===== config.mk =====
export PLATFORM = sky130hd
export DESIGN_NAME = dir_listing_tokenizer
export DESIGN_NICKNAME = d
export VERILOG_FILES = /design/src/sv/dlt_pkg.sv /design/src/sv/dlt_parser.sv /design/src/sv/dir_listing_tokenizer.sv
export SDC_FILE = /design/constraint.sdc
export NUM_CORES = 1
export LEC_CHECK = 0
export CAP_MARGIN = 10
export CORE_MARGIN = 5
export CORE_UTILIZATION = 40
export CTS_CLUSTER_DIAMETER = 50
export CTS_CLUSTER_SIZE = 20
export DETAILED_ROUTE_END_ITERATION = 10
export DONT_BUFFER_PORTS = 1
export PLACE_DENSITY = 0.58
export SLEW_MARGIN = 15
export SYNTH_ARGS = -nofsm -noshare
export SYNTH_HDL_FRONTEND = slang
export SYNTH_SLANG_ARGS = --single-unit

===== constraint.sdc =====
create_clock -name clk -period 3.94 [get_ports clk]
set_input_delay 0.394 -clock clk [delete_from_list [all_inputs] [get_ports clk]]
set_output_delay 0.394 -clock clk [all_outputs]
set_load 0.01 [all_outputs]

===== src/sv/dlt_pkg.sv =====
// Shared definitions for the directory listing tokenizer.
// Holds the default limits, the character codes and the result record type.
// No dependencies.
package dlt_pkg;

	localparam int DltMaxEntries = 64;
	localparam int DltNameMaxLen = 255;

	localparam int IDX_W   = 6;
	localparam int POS_W   = 8;
	localparam int CHAR_W  = 8;
	localparam int LEN_W   = 8;
	localparam int COUNT_W = 7;

	localparam logic [CHAR_W-1:0] CH_NUL    = 8'h00;
	localparam logic [CHAR_W-1:0] CH_LPAREN = 8'h28;
	localparam logic [CHAR_W-1:0] CH_SLASH  = 8'h2F;
	localparam logic [CHAR_W-1:0] CH_SPACE  = 8'h20;
	localparam logic [CHAR_W-1:0] CH_TAB    = 8'h09;
	localparam logic [CHAR_W-1:0] CH_CR     = 8'h0D;
	localparam logic [CHAR_W-1:0] CH_LF     = 8'h0A;

	typedef struct packed {
		logic               char_valid;
		logic [IDX_W-1:0]   entry_index;
		logic [POS_W-1:0]   char_pos;
		logic [CHAR_W-1:0]  char_value;
		logic               entry_done;
		logic [LEN_W-1:0]   entry_len;
		logic               entry_is_dir;
		logic               list_done;
		logic [COUNT_W-1:0] entry_count;
	} dlt_result_t;

endpackage


===== src/sv/dlt_parser.sv =====
// Tokenizer state and per-byte decision logic.
// Updates the parse state on each transfer and forms the result record for that byte.
// Depends on dlt_pkg.
module dlt_parser #(
	parameter int MAX_ENTRIES  = dlt_pkg::DltMaxEntries,
	parameter int NAME_MAX_LEN = dlt_pkg::DltNameMaxLen
) (
	input  logic                        clk,
	input  logic                        arst_n,
	input  logic                        accept,
	input  logic [dlt_pkg::CHAR_W-1:0]  ch,
	output dlt_pkg::dlt_result_t        res
);
	import dlt_pkg::*;

	localparam int CW = $clog2(NAME_MAX_LEN + 2);
	localparam int AW = $clog2(MAX_ENTRIES + 1);

	logic              at_list_start_q;
	logic              list_rejected_q;
	logic              in_token_q;
	logic [CW-1:0]     cap_q;
	logic [CHAR_W-1:0] pend_q;
	logic [AW-1:0]     acc_q;

	logic          rej;
	logic          active;
	logic          is_zero;
	logic          is_sep;
	logic          finish;
	logic          grow;
	logic          room;
	logic          is_dir;
	logic          acc_inc;
	logic [CW-1:0] last;
	logic [CW-1:0] len_raw;
	logic [CW-1:0] len_clip;
	logic [CW-1:0] cap_eff;
	logic [AW-1:0] acc_nxt;

	always_comb begin
		res = '0;
		rej = at_list_start_q ? (ch == CH_LPAREN) : list_rejected_q;
		active = !rej && (acc_q < AW'(MAX_ENTRIES));
		is_zero = (ch == CH_NUL);
		is_sep = ch inside {CH_SPACE, CH_TAB, CH_CR, CH_LF};
		finish = active && in_token_q && (is_zero || is_sep);
		grow = active && !is_zero && !is_sep;
		is_dir = (pend_q == CH_SLASH);
		last = cap_q - CW'(1);
		len_raw = cap_q - CW'(is_dir);
		len_clip = (len_raw > CW'(NAME_MAX_LEN)) ? CW'(NAME_MAX_LEN) : len_raw;
		cap_eff = in_token_q ? cap_q : '0;
		room = (cap_eff < CW'(NAME_MAX_LEN + 1));
		acc_inc = finish && (len_clip != '0);
		acc_nxt = acc_q + AW'(acc_inc);

		// The held byte goes out once the next byte or the token end shows what it is.
		if (finish) begin
			if (!is_dir && (last < CW'(NAME_MAX_LEN))) begin
				res.char_valid = 1'b1;
				res.entry_index = IDX_W'(acc_q);
				res.char_pos = POS_W'(last);
				res.char_value = pend_q;
			end
			if (acc_inc) begin
				res.entry_index = IDX_W'(acc_q);
				res.entry_done = 1'b1;
				res.entry_len = LEN_W'(len_clip);
				res.entry_is_dir = is_dir;
			end
		end
		if (grow && room && (cap_eff != '0)) begin
			res.char_valid = 1'b1;
			res.entry_index = IDX_W'(acc_q);
			res.char_pos = POS_W'(cap_eff - CW'(1));
			res.char_value = pend_q;
		end
		res.list_done = is_zero;
		res.entry_count = rej ? '0 : COUNT_W'(acc_nxt);
	end

	always_ff @(posedge clk or negedge arst_n) begin
		if (!arst_n) begin
			at_list_start_q <= 1'b1;
			list_rejected_q <= 1'b0;
			in_token_q <= 1'b0;
			cap_q <= '0;
			acc_q <= '0;
		end else if (accept) begin
			at_list_start_q <= is_zero;
			list_rejected_q <= is_zero ? 1'b0 : rej;
			acc_q <= is_zero ? '0 : acc_nxt;
			if (is_zero || finish) begin
				in_token_q <= 1'b0;
				cap_q <= '0;
			end else if (grow) begin
				in_token_q <= 1'b1;
				if (room) begin
					cap_q <= cap_eff + CW'(1);
				end
			end
		end
	end

	always_ff @(posedge clk or negedge arst_n) begin
		if (!arst_n) begin
			pend_q <= '0;
		end else if (accept && grow && room) begin
			pend_q <= ch;
		end
	end

	a_cap_range: assert property (@(posedge clk) disable iff (!arst_n)
		cap_q <= CW'(NAME_MAX_LEN + 1))
		else $error("captured length beyond limit");

	a_acc_range: assert property (@(posedge clk) disable iff (!arst_n)
		acc_q <= AW'(MAX_ENTRIES))
		else $error("entry count beyond limit");

	a_token_len: assert property (@(posedge clk) disable iff (!arst_n)
		in_token_q == (cap_q != '0))
		else $error("token flag and captured length disagree");

	a_rearm: assert property (@(posedge clk) disable iff (!arst_n)
		(accept && is_zero) |=> (at_list_start_q && !in_token_q && acc_q == '0))
		else $error("list end did not rearm the parser");

endmodule


===== src/sv/dir_listing_tokenizer.sv =====
// Top level of the directory listing tokenizer.
// Holds the parser and a two-entry output buffer; depends on dlt_pkg and dlt_parser.
//
//  channel | handshake            | payload
//  --------+----------------------+--------------------------------------------------
//  input   | in_valid / in_ready  | ch
//  output  | out_valid / out_ready| char_valid entry_index char_pos char_value
//          |                      | entry_done entry_len entry_is_dir list_done entry_count
//
// One byte is taken per cycle while in_ready is high; each byte gives one registered result.
// The parse state updates in the cycle of the transfer, so throughput is set by the
// output buffer alone. A stalled output fills a skid entry, after which in_ready drops.
// Reset clears the parse state and empties both output entries.
module dir_listing_tokenizer #(
	parameter int MAX_ENTRIES  = dlt_pkg::DltMaxEntries,
	parameter int NAME_MAX_LEN = dlt_pkg::DltNameMaxLen
) (
	input  logic                         clk,
	input  logic                         arst_n,
	input  logic                         in_valid,
	output logic                         in_ready,
	input  logic [dlt_pkg::CHAR_W-1:0]   ch,
	output logic                         out_valid,
	input  logic                         out_ready,
	output logic                         char_valid,
	output logic [dlt_pkg::IDX_W-1:0]    entry_index,
	output logic [dlt_pkg::POS_W-1:0]    char_pos,
	output logic [dlt_pkg::CHAR_W-1:0]   char_value,
	output logic                         entry_done,
	output logic [dlt_pkg::LEN_W-1:0]    entry_len,
	output logic                         entry_is_dir,
	output logic                         list_done,
	output logic [dlt_pkg::COUNT_W-1:0]  entry_count
);
	import dlt_pkg::*;

	logic        accept;
	dlt_result_t res;
	dlt_result_t out_q;
	dlt_result_t skid_q;
	logic        out_valid_q;
	logic        skid_valid_q;

	assign in_ready = !skid_valid_q;
	assign accept = in_valid && in_ready;

	dlt_parser #(
		.MAX_ENTRIES (MAX_ENTRIES),
		.NAME_MAX_LEN(NAME_MAX_LEN)
	) u_parser (
		.clk   (clk),
		.arst_n(arst_n),
		.accept(accept),
		.ch    (ch),
		.res   (res)
	);

	always_ff @(posedge clk or negedge arst_n) begin
		if (!arst_n) begin
			out_valid_q <= 1'b0;
			skid_valid_q <= 1'b0;
		end else if (out_ready || !out_valid_q) begin
			if (skid_valid_q) begin
				out_valid_q <= 1'b1;
				skid_valid_q <= 1'b0;
			end else begin
				out_valid_q <= accept;
			end
		end else if (accept) begin
			skid_valid_q <= 1'b1;
		end
	end

	always_ff @(posedge clk) begin
		if (out_ready || !out_valid_q) begin
			if (skid_valid_q) begin
				out_q <= skid_q;
			end else if (accept) begin
				out_q <= res;
			end
		end else if (accept) begin
			skid_q <= res;
		end
	end

	assign out_valid    = out_valid_q;
	assign char_valid   = out_q.char_valid;
	assign entry_index  = out_q.entry_index;
	assign char_pos     = out_q.char_pos;
	assign char_value   = out_q.char_value;
	assign entry_done   = out_q.entry_done;
	assign entry_len    = out_q.entry_len;
	assign entry_is_dir = out_q.entry_is_dir;
	assign list_done    = out_q.list_done;
	assign entry_count  = out_q.entry_count;

	a_skid_behind_out: assert property (@(posedge clk) disable iff (!arst_n)
		skid_valid_q |-> out_valid_q)
		else $error("skid entry held without an output entry");

	a_skid_fill: assert property (@(posedge clk) disable iff (!arst_n)
		$rose(skid_valid_q) |-> $past(out_valid_q && !out_ready && accept))
		else $error("skid entry filled without a stalled transfer");

	a_no_drop: assert property (@(posedge clk) disable iff (!arst_n)
		(accept && out_valid_q && !out_ready) |=> skid_valid_q)
		else $error("result lost during output stall");

endmodule


Yosys cells after proc, flatten, opt, wreduce, memory -nomap -nowiden:

Cells that the tools add are included.

* add/subtract/negate cells: 5
* multiplexer cells: 21
* magnitude comparators: 4
* bitwise logic cells: 1
* eq/ne operators: 6
* reduce and logical (&&, ||, !) cells: 33

Operators by type and width (number)
* $mux W41: 2
* $mux W23: 2
* $mux W9: 5
* $mux W33: 1
* $eq A8 B4 Y1 const B: 3
* $eq A8 B6 Y1 const B: 3
* $reduce_bool A9 Y1: 2
* $mux W7: 2
* $logic_and A1 B1 Y1: 12
* $mux W10: 1
* $add A9 B1 Y9 const B: 1
* $gt A9 B8 Y1 const B: 1
* $lt A9 B8 Y1 const B: 1
* $lt A9 B9 Y1 const B: 1
* $sub A9 B1 Y9: 1
* $sub A9 B1 Y9 const B: 1
* $logic_not A8 Y1: 1
* $reduce_bool A2 Y1: 4
* $sub A8 B1 Y8 const B: 1
* $add A7 B1 Y7: 1
* $lt A7 B7 Y1 const B: 1
* $mux W1: 7
* $logic_not A1 Y1: 6
* $mux W6: 1
* 5 further kinds: 9

* output and inout port bits: 43
* input bits: 12
* register bits: 111
* word-level logic and storage cells: 96

Longest topological paths before layout:

* depth after elaboration: 12
* mapped depth: 19
* gate-level depth less buffers: 17

Modules after synthesis:

A second synthesis with hierarchy kept.

* cells, all modules: 480
* area, all modules: 5969.5 um2

By module, submodules not included
* dir_listing_tokenizer: seq. area each 2512.4 um2, area an instance 3240.6 um2, cells each 138, times used 1
* dlt_parser: seq. area each 676.9 um2, area an instance 2728.9 um2, cells each 342, times used 1

Worst setup path after synthesis:

Ideal clock, no wire load.

* path type: register to register
* from: register u_parser.pend_q[4]
* to: register out_q (netlist bit entry_count[6]) (data pin)
* period minus slack after synthesis: 3975 ps
* stages on the path, launching flop included: 19
* arrival time: 3707 ps
* data required time: 3672 ps
* setup slack: -35 ps
* cell sequence: dfrtp_1 > nand2b_1 > or4_1 > inv_1 > ha_1 > ha_1 > buf_1 > inv_1 > o31ai_1 > and4_1 > a41o_1 > buf_2 > inv_1 > ha_1 > ha_1 > and3_1 > and3_1 > xnor2_1 > o31ai_1

* cells in the longest elaborated chain, start to end: 10

Ends and longest elaborated chain
* from (decl): RTL line dlt_parser.sv:23 `logic [CHAR_W-1:0] pend_q;`
* from (signal assigned): RTL line dlt_parser.sv:110 `pend_q <= ch;`
* $eq A8 B6 Y1 (*): RTL line dlt_parser.sv:49 `is_dir = (pend_q == CH_SLASH);`
* $sub A9 B1 Y9 (*): RTL line dlt_parser.sv:51 `len_raw = cap_q - CW'(is_dir);`
* $gt A9 B8 Y1: RTL line dlt_parser.sv:52 `len_clip = (len_raw > CW'(NAME_MAX_LEN)) ? CW'(NAME_MAX_LEN) : len_raw;`
* $mux W9 (*): RTL line dlt_parser.sv:52
* $reduce_bool A9 Y1 (*): RTL line dlt_parser.sv:55 `acc_inc = finish && (len_clip != '0);`
* $logic_and A1 B1 Y1 (*): RTL line dlt_parser.sv:55
* $add A7 B1 Y7 (*): RTL line dlt_parser.sv:56 `acc_nxt = acc_q + AW'(acc_inc);`
* $mux W7 (*): RTL line dlt_parser.sv:80 `res.entry_count = rej ? '0 : COUNT_W'(acc_nxt);`
* $mux W41 (*): RTL line dir_listing_tokenizer.sv:78 `end else if (accept) begin`
* $mux W41 (*): RTL line dir_listing_tokenizer.sv:76 `if (skid_valid_q) begin`
* to (signal assigned): RTL line dir_listing_tokenizer.sv:77 `out_q <= skid_q;`
* to (signal assigned): RTL line dir_listing_tokenizer.sv:79 `out_q <= res;`
* to (decl): RTL line dir_listing_tokenizer.sv:39 `dlt_result_t out_q;`

Mark *: on every way between the ends. The rest lies on a longest branch, timed or not. The select of a mux whose other input is x is not followed.
A chain may end at the register's enable or synchronous reset.

Final worst setup path:

Same ends and word-level chain as after synthesis.

==> impl_metrics.sql <==
INSERT INTO impl_metrics (metric_group, metric, value, unit) VALUES
('synthesis', 'synth_enable_flop_cells', '82', ''),
('synthesis', 'synth-main-ff-cell', 'sky130_fd_sc_hd__edfxtp_1', ''),
('synthesis', 'synth_area_leaders', 'sky130_fd_sc_hd__edfxtp_1, sky130_fd_sc_hd__dfrtp_1, sky130_fd_sc_hd__nand2_1', ''),
('place', 'dpl_worst_slack', '181', 'ps'),
('sta', 'setup_ws', '194', 'ps'),
('sta', 'layout_worst_path_cycle_share', '95.1', '%'),
('power', 'p_per_area', '490', 'mW/mm^2'),
('synthesis', 'syn_area', '0.00545', 'mm^2'),
('sta', 'skew', '10.3', 'ps'),
('sta', 'setup_repair_after_global_routing_missed_its_margin', 'false', ''),
('setup_path', 'critical_path.endpoint_type', 'register', ''),
('clock_tree', 'ctsHtreeMaxLevel', '3', ''),
('floorplanning', 'dieArea', '0.0161', 'mm^2'),
('setup_path', 'worst_r2r_startpoint', 'u_parser.pend_q[4]$_DFFE_PN0P_', ''),
('sta', 'final-setup-viol-count', '0', ''),
('synthesis', 'yosys_warnings', '0', ''),
('clock_tree', 'cts.reportedPaths.clkPinSlew', '80', 'ps'),
('setup_path', 'critical-path-top-cell-by-count', 'sky130_fd_sc_hd__inv_1', ''),
('detailed_routing', 'detailroute.via_count', '3707', ''),
('clock_tree', 'tritoncts.num_buffers', '9', ''),
('floorplanning', 'coreArea', '0.0133', 'mm^2'),
('global_routing', 'grt_antenna_before_repair', '0', ''),
('power', 'ir_drop', '0.000203', 'V'),
('sta', 'worst_slew_pin_tran', '1050', 'ps'),
('sta', 'final-max-slew-violation-count', '0', ''),
('place', 'placedCellCount', '655', ''),
('clock_tree', 'cts_root_buffer', 'sky130_fd_sc_hd__clkbuf_16', ''),
('clock_tree', 'cts.sinks', '111', ''),
('sta', 'post-route-min-period', '3750', 'ps'),
('floorplanning', 'die_w', '127', 'um'),
('global_routing', 'grt_pass1_wl', '19.3', 'mm'),
('run_status', 'run_status', 'complete, no violations', ''),
('setup_path', 'cpMaxStageDelayCell', 'sky130_fd_sc_hd__or4_1', ''),
('global_routing', 'grt_pass1_vias', '3545', ''),
('synthesis', 'synth_async_sr_flop_share', '26.1', '%'),
('setup_path', 'critPathMaxFanout', '5', ''),
('job', 'timing.max_cap.violations', '0', ''),
('clock_tree', 'post-cts-setup-buffer-count', '0', ''),
('cells_and_area', 'final.fill_count', '1235', ''),
('setup_path', 'worstSetupStartpoint', 'u_parser.pend_q[4]$_DFFE_PN0P_', ''),
('sta', 'clock.fmax', '267', 'MHz'),
('synthesis', 'most_used_standard_cell_by_instance_count_after_synthesis', 'sky130_fd_sc_hd__nand2_1', ''),
('power', 'power.total', '2920', 'uW'),
('setup_path', 'worstSetupStartpointType', 'register', ''),
('power', 'leakagePower', '0.00221', 'uW'),
('synthesis', 'postSynthCellCount', '498', ''),
('clock_tree', 'longest_clk_path_bufs', '2', ''),
('cells_and_area', 'finalNetCount', '511', ''),
('setup_path', 'worstPathRequired', '4020', 'ps'),
('sta', 'tns', '0', 'ps'),
('clock_tree', 'cts_tree', 'built', ''),
('global_routing', 'grt_max_degree', '42', ''),
('place', 'place.port_buffers', '0', ''),
('floorplanning', 'dieHeight', '127', 'um'),
('floorplanning', 'floorplan.initialDensity', '41.0', '%'),
('synthesis', 'yosysTopAreaCellShare', '45.2', '%'),
('synthesis', 'synth_fp_nets', '517', ''),
('cells_and_area', 'area_delta_synth_final', '9.41', '%'),
('detailed_routing', 'detailedRoute.firstIterationViolations', '352', ''),
('floorplanning', 'std_cell_rows', '42', ''),
('global_routing', 'grt_remaining_overflow', '0', ''),
('synthesis', 'synth_sequential_area_ratio', '58.5', '%'),
('place', 'place_hpwl', '8.38', 'mm'),
('sta', 'number_of_hold_violations_in_the_final_report', '0', ''),
('cells_and_area', 'share_of_post_route_cells_with_drive_strength_above_1', '10.7', '%'),
('worst_hold_path', 'worst_hold_startpoint', 'ch[0]', ''),
('cells_and_area', 'number_of_standard_cells_in_the_layout_taps_in_and_fillers_out', '673', ''),
('sta', 'slew_headroom', '30.0', '%'),
('detailed_routing', 'post_detailed_route_via_to_cell_ratio', '5.51', ''),
('detailed_routing', 'first_pass_drt_iterations', '8', ''),
('synthesis', 'avgSynthCellArea', '10.9', 'um^2');
[cell type report]
class	count	area (um^2)	area share, %
clock buffers	11	233	3.90
clock inverters	5	55.1	0.923
inverters	17	63.8	1.07
multi-input cells	340	2090	35.1
flip-flops and latches	111	3190	53.5
well taps	176	220	3.69
repair buffers	13	113	1.89
[timing repair]
| action | 4_1_cts | 5_1_grt |
|---|---|---|
| endpoints found under the hold margin | 29 | 0 |
| gates resized for setup | 0 | 3 |
| hold buffers | 2 | 0 |
| endpoints found under the setup margin | 0 | 3 |
[report_power, final]
part / internal, uW / total (uW) / switching, uW
Combinational: 200 / 516 / 316
Clock: 495 / 904 / 409
Sequential: 1400 / 1500 / 99.0
[cells in the final DEF (no fill, tap or decap), types with 2 or more instances in the layout]
cell type / synthesis / final
sky130_fd_sc_hd__o21ai_0: 30 / 30
sky130_fd_sc_hd__o31ai_1: 16 / 16
sky130_fd_sc_hd__a31o_2: 6 / 6
sky130_fd_sc_hd__nand2b_1: 8 / 8
sky130_fd_sc_hd__or3_4: 2 / 2
sky130_fd_sc_hd__buf_4: 0 / 11
sky130_fd_sc_hd__a22o_1: 5 / 5
sky130_fd_sc_hd__xor2_1: 4 / 4
sky130_fd_sc_hd__clkbuf_1: 23 / 2
sky130_fd_sc_hd__nand4_1: 2 / 2
sky130_fd_sc_hd__nor3_1: 6 / 6
sky130_fd_sc_hd__nand2_1: 91 / 91
sky130_fd_sc_hd__nor4_1: 4 / 4
sky130_fd_sc_hd__nor2b_1: 3 / 3
sky130_fd_sc_hd__or3_1: 6 / 6
sky130_fd_sc_hd__a21oi_1: 14 / 14
sky130_fd_sc_hd__or4_1: 4 / 4
sky130_fd_sc_hd__o22ai_1: 4 / 4
sky130_fd_sc_hd__nand3b_1: 2 / 2
sky130_fd_sc_hd__ha_1: 7 / 5
sky130_fd_sc_hd__o41ai_1: 2 / 2
sky130_fd_sc_hd__nand3_1: 8 / 8
sky130_fd_sc_hd__and2_1: 22 / 22
sky130_fd_sc_hd__inv_1: 14 / 14
sky130_fd_sc_hd__clkinv_1: 2 / 4
sky130_fd_sc_hd__clkbuf_16: 0 / 9
sky130_fd_sc_hd__edfxtp_1: 82 / 82
sky130_fd_sc_hd__nor2_1: 28 / 27
sky130_fd_sc_hd__mux2_2: 9 / 9
sky130_fd_sc_hd__a31oi_1: 3 / 3
sky130_fd_sc_hd__a221o_1: 2 / 2
sky130_fd_sc_hd__o21bai_1: 2 / 2
sky130_fd_sc_hd__a32o_1: 3 / 3
sky130_fd_sc_hd__or3b_2: 2 / 2
sky130_fd_sc_hd__a211oi_1: 3 / 3
sky130_fd_sc_hd__xnor2_1: 15 / 15
sky130_fd_sc_hd__dfrtp_1: 28 / 28
sky130_fd_sc_hd__inv_6: 0 / 2
sky130_fd_sc_hd__and3_1: 5 / 5
[stage by stage]
step	util (%)	instance area (um^2)
after floorplan	-	5450
after global placement	42.4	5630
after detailed placement	42.4	5630
after CTS	44.7	5950
after global routing	44.9	5960
final	44.9	5960
[kinds of logic after synthesis]
family,after synthesis,synth area share (%)
and+or+nand+nor,200,18.0
adders and majority gates,7,1.61
DFF,111,58.5
xor gates and xnor gates,19,3.05
buffers and inverters,47,3.58
muxes,10,2.04
AOI/OAI and AO/OA,104,13.2
[worst max-delay path: cells and delay by family (launching register included)]
family | cells | cell delay (ps)
flip-flops | 1 | 410
buffers and inverters | 3 | 220
AO/OA/AOI/OAI | 3 | 500
adder cells (fa/ha/maj) | 4 | 790
AND/OR/NAND/NOR | 5 | 1370
XOR/XNOR | 1 | 200
[layer usage]
metal | global-route usage [%] | part of all wire (%) | wire length [um]
met5 | 0 | 0 | 0
met4 | 4.67 | 1.3 | 152
met3 | 3.40 | 4.4 | 523
met2 | 23.5 | 47 | 5590
met1 | 21.1 | 47 | 5670
[final timing paths]
check	depth (start not counted)	slack, ps	end
min in group asynchronous	2	480	u_parser.cap_q[2]$_DFFE_PN0P_
hold / removal	2	150	u_parser.pend_q[0]$_DFFE_PN0P_
max in group asynchronous	2	3220	u_parser.at_list_start_q$_DFFE_PN1P_
setup / recovery	16	190	entry_count[6]$_DFFE_PP_
hold reg to reg	2	520	u_parser.pend_q[7]$_DFFE_PN0P_
setup reg to reg	16	190	entry_count[6]$_DFFE_PP_
[registers in the layout, indices dropped and copies added (netlist names), 6 cells and up]
register	count
char_pos	8
char_value	8
entry_count	7
entry_index	6
entry_len	8
skid_q	41
u_parser.acc_q	7
u_parser.cap_q	9
u_parser.pend_q	8
Power figures use the tool's default switching activity.
